--- config.mk ---
export PLATFORM = sky130hd
export DESIGN_NAME = sorted_min_stack
export DESIGN_NICKNAME = d
export VERILOG_FILES = /design/src/hdl/smstk_pkg.sv /design/src/hdl/smstk_cell.sv /design/src/hdl/sorted_min_stack.sv
export SDC_FILE = /design/constraint.sdc
export NUM_CORES = 2
export LEC_CHECK = 0
export ABC_AREA = 1
export BUFFER_PORTS_ARGS = -buffer_cell sky130_fd_sc_hd__buf_4
export CORE_ASPECT_RATIO = 1.1
export CORE_MARGIN = 2
export CORE_UTILIZATION = 50
export DETAILED_ROUTE_END_ITERATION = 8
export PLACE_DENSITY = 0.68
export SYNTH_ARGS = -nofsm -noshare
export SYNTH_HDL_FRONTEND = slang
export SYNTH_SLANG_ARGS = --single-unit
--- constraint.sdc ---
create_clock -name clk -period 4.15 [get_ports clk]
set_input_delay 0.83 -clock clk [delete_from_list [all_inputs] [get_ports clk]]
set_output_delay 0.83 -clock clk [all_outputs]
set_load 0.005 [all_outputs]
--- src/hdl/smstk_pkg.sv ---
// Package for the sorted minimum store: word types, operation codes and defaults.
// Used by smstk_cell and sorted_min_stack; depends on nothing else.
`default_nettype none

package smstk_pkg;

    // Default number of held values
    localparam int DEPTH_DEFAULT = 16;

    localparam int VALUE_W = 32;

    // Operation codes carried in func (code three acts as a peek)
    localparam logic [1:0] FUNC_PUSH = 2'd0;
    localparam logic [1:0] FUNC_POP  = 2'd1;
    localparam logic [1:0] FUNC_PEEK = 2'd2;

    // Top value reported when nothing is held
    localparam logic signed [VALUE_W-1:0] EMPTY_TOP = -32'sd1;

    // Request word
    typedef struct packed {
        logic [1:0]                func;
        logic signed [VALUE_W-1:0] value;
    } req_t;

    // Response word
    typedef struct packed {
        logic signed [VALUE_W-1:0] top_value;
        logic                      is_empty;
        logic                      refused;
    } rsp_t;

    // Command broadcast to every cell of the row
    typedef struct packed {
        logic                      push;
        logic                      pop;
        logic signed [VALUE_W-1:0] value;
    } cell_cmd_t;

endpackage

`default_nettype wire

--- src/hdl/smstk_cell.sv ---
// One compare-and-shift cell of the sorted row: holds one value.
// Depends on smstk_pkg for the command type.
`default_nettype none

module smstk_cell (
    input  wire logic                                      clk,
    input  wire smstk_pkg::cell_cmd_t                      cmd,
    input  wire logic                                      occupied,
    input  wire logic                                      left_keep,
    input  wire logic signed [smstk_pkg::VALUE_W-1:0]      left_value,
    input  wire logic signed [smstk_pkg::VALUE_W-1:0]      right_value,
    output logic                                           keep,
    output logic signed [smstk_pkg::VALUE_W-1:0]           value,
    output logic signed [smstk_pkg::VALUE_W-1:0]           value_next
);

    logic signed [smstk_pkg::VALUE_W-1:0] value_reg;

    // Held value of an occupied cell stays put on a push when it is no larger than the new one
    assign keep = occupied && (value_reg <= cmd.value);

    // Push: keep, take the new value at the insertion point, or shift right.
    // Pop: take the right neighbour's value.
    always_comb
    begin
        value_next = value_reg;
        if (cmd.push)
        begin
            if (keep)
                value_next = value_reg;
            else if (left_keep)
                value_next = cmd.value;
            else
                value_next = left_value;
        end
        else if (cmd.pop)
        begin
            value_next = right_value;
        end
    end

    // Payload register, no reset needed
    always_ff @(posedge clk)
    begin
        value_reg <= value_next;
    end

    assign value = value_reg;

endmodule

`default_nettype wire

--- src/hdl/sorted_min_stack.sv ---
// Sorted minimum store of signed 32-bit values: top level, a row of smstk_cell.
// Depends on smstk_pkg and smstk_cell.
//
// Usage:
//   The req channel takes one word per operation: func selects push (insert
//   value), pop (drop the smallest) or peek (no change). The rsp channel gives
//   one word per request: the smallest value held afterwards (-1 when empty),
//   is_empty, and refused when a push found the store full.
//   Response: registered, and valid in the cycle after acceptance.
//   Throughput: one request per cycle unless a response waits; every cell
//   compares with the pushed value and shifts in the same cycle, so the row never iterates.
//   Stall: while a response waits unaccepted, req_ready stays low; it rises
//   again in the cycle the response is taken, so there is no bubble.
//   Reset: the fill count clears, the store is empty and no response is
//   pending; the cell contents are left as they are and never read until
//   written.
`default_nettype none

module sorted_min_stack #(
    parameter int DEPTH = smstk_pkg::DEPTH_DEFAULT
) (
    input  wire logic              clk,
    input  wire logic              rst_n,
    input  wire logic              req_valid,
    output logic                   req_ready,
    input  wire smstk_pkg::req_t   req,
    output logic                   rsp_valid,
    input  wire logic              rsp_ready,
    output smstk_pkg::rsp_t        rsp
);

    localparam int CNT_W = $clog2(DEPTH + 1);

    logic                         req_fire;
    logic                         full;
    logic                         is_push;
    logic                         is_pop;
    smstk_pkg::cell_cmd_t         cmd;
    logic [CNT_W-1:0]             count_reg;
    logic [CNT_W-1:0]             count_next;
    logic                         rsp_valid_reg;
    smstk_pkg::rsp_t              rsp_reg;
    smstk_pkg::rsp_t              rsp_next;

    logic                                  keep       [DEPTH];
    logic                                  occupied   [DEPTH];
    logic signed [smstk_pkg::VALUE_W-1:0]  cell_value [DEPTH];
    logic signed [smstk_pkg::VALUE_W-1:0]  cell_next  [DEPTH];

    // Handshake: take a word whenever the response register is free or draining
    assign req_ready = !rsp_valid_reg || rsp_ready;
    assign req_fire  = req_valid && req_ready;

    // Decode and broadcast the command
    assign full    = (count_reg == CNT_W'(DEPTH));
    assign is_push = (req.func == smstk_pkg::FUNC_PUSH);
    assign is_pop  = (req.func == smstk_pkg::FUNC_POP);

    always_comb
    begin
        cmd.push  = req_fire && is_push && !full;
        cmd.pop   = req_fire && is_pop && (count_reg != '0);
        cmd.value = req.value;
    end

    // Row of cells; cell 0 sees an always-kept left neighbour
    for (genvar i = 0; i < DEPTH; i++)
    begin : g_cell
        assign occupied[i] = (CNT_W'(i) < count_reg);

        if (i == 0)
        begin : g_first
            if (DEPTH > 1)
            begin : g_more
                smstk_cell u_cell (
                    .clk         (clk),
                    .cmd         (cmd),
                    .occupied    (occupied[i]),
                    .left_keep   (1'b1),
                    .left_value  (cmd.value),
                    .right_value (cell_value[i+1]),
                    .keep        (keep[i]),
                    .value       (cell_value[i]),
                    .value_next  (cell_next[i])
                );
            end
            else
            begin : g_single
                smstk_cell u_cell (
                    .clk         (clk),
                    .cmd         (cmd),
                    .occupied    (occupied[i]),
                    .left_keep   (1'b1),
                    .left_value  (cmd.value),
                    .right_value (cell_value[i]),
                    .keep        (keep[i]),
                    .value       (cell_value[i]),
                    .value_next  (cell_next[i])
                );
            end
        end
        else if (i == DEPTH - 1)
        begin : g_last
            smstk_cell u_cell (
                .clk         (clk),
                .cmd         (cmd),
                .occupied    (occupied[i]),
                .left_keep   (keep[i-1]),
                .left_value  (cell_value[i-1]),
                .right_value (cell_value[i]),
                .keep        (keep[i]),
                .value       (cell_value[i]),
                .value_next  (cell_next[i])
            );
        end
        else
        begin : g_mid
            smstk_cell u_cell (
                .clk         (clk),
                .cmd         (cmd),
                .occupied    (occupied[i]),
                .left_keep   (keep[i-1]),
                .left_value  (cell_value[i-1]),
                .right_value (cell_value[i+1]),
                .keep        (keep[i]),
                .value       (cell_value[i]),
                .value_next  (cell_next[i])
            );
        end
    end

    // Fill count
    always_comb
    begin
        count_next = count_reg;
        if (cmd.push)
            count_next = count_reg + CNT_W'(1);
        else if (cmd.pop)
            count_next = count_reg - CNT_W'(1);
    end

    // Response word from the state after the operation
    always_comb
    begin
        rsp_next.is_empty  = (count_next == '0);
        rsp_next.top_value = rsp_next.is_empty ? smstk_pkg::EMPTY_TOP : cell_next[0];
        rsp_next.refused   = is_push && full;
    end

    // Control registers
    always_ff @(posedge clk or negedge rst_n)
    begin
        if (!rst_n)
        begin
            count_reg     <= '0;
            rsp_valid_reg <= 1'b0;
        end
        else
        begin
            count_reg <= count_next;
            if (req_fire)
                rsp_valid_reg <= 1'b1;
            else if (rsp_ready)
                rsp_valid_reg <= 1'b0;
        end
    end

    // Response payload
    always_ff @(posedge clk)
    begin
        if (req_fire)
            rsp_reg <= rsp_next;
    end

    assign rsp_valid = rsp_valid_reg;
    assign rsp       = rsp_reg;

endmodule

`default_nettype wire
==> Implementation_results.wiki <==
{| class="wikitable"
! Metric !! Value
|-
| Run status || finished, final reports clean
|-
| Setup repair after global routing missed its margin || no
|-
| Post-synthesis net count || 6107
|-
| Largest clock skew in the final design || ~23 ps
|-
| Crit-path slowest cell || sky130_fd_sc_hd__inv_8
|-
| Maximum buffer depth of the clock tree || 3
|-
| Total setup violations reported at the end of the flow || 0
|-
| Final number of hold-violating endpoints || 0
|-
| Pre-antenna DRT Iters || 6
|-
| Overall overflow remaining after global route || 0
|-
| TritonCTS clock tree || built
|-
| Antenna diode count || 0
|-
| Capturing instance or port of the critical path || rsp[14]$_SDFFCE_PP1P_
|-
| Number of instances in the synthesized netlist || between 5000 and 6000
|-
| Critical Path Source Type || flop
|-
| Transition time at the pin with the least slew margin || ~1300 ps
|-
| Fraction of met2 tracks used by global routing || between 40% and 50%
|-
| Critical path data required time || between 4000 and 5000 ps
|-
| Clock root buffer || sky130_fd_sc_hd__clkbuf_16
|-
| Critical-path cell list || inv_1 > ha_1 > inv_1 > nor3_2 > nand2_1 > nand3_4 > inv_8 > o21ai_1 > nand3_1 > xor2_1 > nor2_1 > nand2_2 > buf_4 > nand3_1
|-
| Post-CTS resize count || 0
|-
| Max Cap Viol || 0
|-
| Count of flip-flops with a built-in enable after synthesis || 514
|-
| Peak-usage layer in the global routing report || met2
|-
| Number of violations reported at the end of detailed-routing iteration 0 || about 2500
|-
| Total of flip-flops plus latches after synthesis || 552
|-
| Dpl cells || 6607
|-
| Post-CTS setup buffer count || 0
|-
| Met1 Resource Use GR || approximately a third
|-
| Leakage dissipation || 23.01 nW
|-
| RR Startpoint || count_reg[0]$_DFF_PN0_
|-
| Clock H-tree levels || 3
|-
| Worst slew margin relative to its limit || 13.98%
|-
| TritonCTS buffer count || 69
|-
| Achievable frequency || 0.2773 GHz
|-
| Clock-pin slew of the registers on the worst-case setup and hold paths || roughly 50 ps
|-
| Vias per std cell || around 5.4
|-
| Overall die width || 280.6 um
|-
| Post-detailed-routing wire length || about 110 mm
|-
| Dominant synthesized flop cell || sky130_fd_sc_hd__edfxtp_1
|-
| Post-synth cell types || 39
|-
| Worst-skew pair later-pin latency || 620 ps
|-
| Category of the worst setup path capture point || flop
|-
| Area growth from synthesis to final layout || 11.91%
|-
| Fin. max-slew vios || 0
|-
| Clock power frac || 28.0%
|-
| Register area share after synthesis || 38.57%
|-
| Post-Syn Area per Cell || 7.575 um2
|-
| Sequential share of power || 34.9%
|-
| Post-Route Utilization || 56.50%
|-
| Critical path startpoint || count_reg[0]$_DFF_PN0_
|-
| Count of yosys warnings during synthesis || 0
|-
| Quantity of hold-fixing buffers added after cts || 1
|-
| Number of top-level pins || 74
|-
| Worst-case vdd ir drop || 0.4252 mV
|-
| Reg2Reg Capture Point || rsp[14]$_SDFFCE_PP1P_
|-
| Total routing usage reported by global routing || 25.91%
|-
| Die ar. || roughly 86000 um2
|-
| Cell-internal power || 13.10 mW
|-
| Switching share of power || 38.62%
|-
| HP Class || input pin to flop
|-
| Number of standard cells in the layout, taps in and fillers out || 6730
|-
| Number of antenna-violating nets in the routed design || 0
|-
| Power consumption || around 21 mW
|-
| Layout cells sized above 1 || 7.177%
|-
| R2r setup slk || 540 ps
|-
| Power Density || 453.2 nW/um2
|-
| Via count || 36410
|-
| Most common cell after layout, fill and taps aside || sky130_fd_sc_hd__nand2_1
|-
| Post-route fraction of the period consumed by the critical path || 86.90%
|-
| Initial core utilization || 50.49%
|-
| Combinational Power Share || 37.1%
|-
| Wire length of the first global-routing pass || 183.0 mm
|-
| Clock sink count || 552
|-
| Pin count of the biggest net entering global routing || approximately 230
|-
| Syn Std Cell Area || between 40000 and 50000 um2
|-
| Commonest cells after routing, fill and taps aside || 1810 x sky130_fd_sc_hd__nand2_1, 1031 x sky130_fd_sc_hd__nand3_1, 548 x sky130_fd_sc_hd__inv_1
|-
| Vias in the first global route || 35990
|-
| Gp weighted congestion || 0.8652
|-
| DRC violations left || 0
|-
| Setup Crit Path Kind || flop to flop
|-
| Hold slack final || 462.7 ps
|-
| Final critical path time including I/O delays and setup || about 3600 ps
|-
| # port buffers || 73
|-
| Arrival time at the worst endpoint || 3940 ps
|-
| CP max stage delay || 440 ps
|-
| Number of flip-flops under the largest register name || 448
|-
| Antenna violations before repair || 0
|-
| Sw Pwr || 8.241 mW
|-
| Number of cells on the worst reg-to-reg path || 14
|-
| Share of synthesized registers carrying an async set or reset || 1.087%
|-
| Nets || 6159
|-
| Die Y-Extent || 308.2 um
|-
| Total number of placement rows || 111
|-
| GRT met3 Usage || 2.235%
|-
| Largest driver fanout on the critical path || 46
|-
| Core Region || 83330 um2
|-
| HPWL after detailed placement || 83.71 mm
|-
| Wire length per cell || between 15 and 20 um
|}
[stage by stage]
| step | setup WS [ps] | instance area (um2) | setup TNS (ps) |
|---|---|---|---|
| after detailed placement | 13.28 | 44880 | 0 |
| after global routing | 307.3 | 47080 | 0 |
| after global placement | 44.59 | 44880 | 0 |
| final | 543.5 | 47080 | 0 |
| after floorplan | -168.1 | 42190 | -42170 |
| after CTS | 503.2 | 47080 | 0 |
[logic make-up (layout without fill, tap and decap cells)]
kind of cell	after synthesis	in the layout	share of synthesized area (%)
fa+ha+maj	515	515	15.32
buf+inv	883	986	8.220
flops	552	552	38.57
compound gates	494	494	6.406
simple gates	3107	3107	31.43
xor+xnor	3	3	0.06246
[power by group through the flow]
stage / clock, mW / sequential [mW] / combinational, mW
global route: 6.25 / 7.53 / 9.00
global placement: 0 / 7.53 / 7.73
finish: 5.98 / 7.44 / 7.92
CTS: 6.08 / 7.44 / 7.93
floorplan: 0 / 7.43 / 5.58
detailed placement: 0 / 7.55 / 7.89
[per-layer routing]
layer	routed length, um	vias up
li1	-	18820
met1	48260	16590
met2	55490	788
met3	3830	212
met4	4074	0
met5	0	-
[cell usage after synthesis (all sizes together), types with 17 or more instances]
| cell | count | area share (%) |
|---|---|---|
| nor2 | 163 | 1.5 |
| edfxtp | 514 | 37 |
| inv | 556 | 5.0 |
| dfxtp | 32 | 1.5 |
| buf | 103 | 1.3 |
| nor3 | 20 | 0.25 |
| clkinv | 34 | 0.30 |
| a31oi | 17 | 0.25 |
| nand3 | 1038 | 12 |
| clkbuf | 190 | 1.7 |
| nand4 | 58 | 0.86 |
| o21ai | 128 | 1.6 |
| ha | 515 | 15 |
| o21a | 32 | 0.57 |
| nand2 | 1815 | 16 |
| o21bai | 28 | 0.50 |
| a21oi | 274 | 3.3 |
[worst max-delay path: cells and delay by family (launching register included)]
family                     cells  cell delay (ps)
AOI/OAI and AO/OA              1              120
xor gates and xnor gates       1              200
adders and majority gates      1              300
buffers and inverters          4             1250
DFF                            1              420
and+or+nand+nor                7              990
[how the worst min path moves through the flow]
stage / to / cells after the start / slack, ps / startpoint
floorplan: g_cell[0].g_first.g_more.u_cell.value[0]$_DFF_P_ / 2 / 450 / g_cell[0].g_first.g_more.u_cell.value[0]$_DFF_P_
CTS: rsp_valid$_DFFE_PN0P_ / 3 / 440 / req_valid
detailed placement: g_cell[0].g_first.g_more.u_cell.value[0]$_DFF_P_ / 2 / 480 / g_cell[0].g_first.g_more.u_cell.value[0]$_DFF_P_
global route: rsp_valid$_DFFE_PN0P_ / 3 / 460 / req_valid
finish: rsp_valid$_DFFE_PN0P_ / 3 / 460 / req_valid
global placement: g_cell[0].g_first.g_more.u_cell.value[0]$_DFF_P_ / 2 / 470 / g_cell[0].g_first.g_more.u_cell.value[0]$_DFF_P_
[cell type report]
class	instances	area (um2)
clock inverter	25	234.0
multi-input combinational	4119	22650
sequential	552	16230
inverter	590	2222
fill	7732	36250
tap	1073	1343
clock buffer	97	1957
timing repair buffer	274	2447
Power figures use the tool's default switching activity.
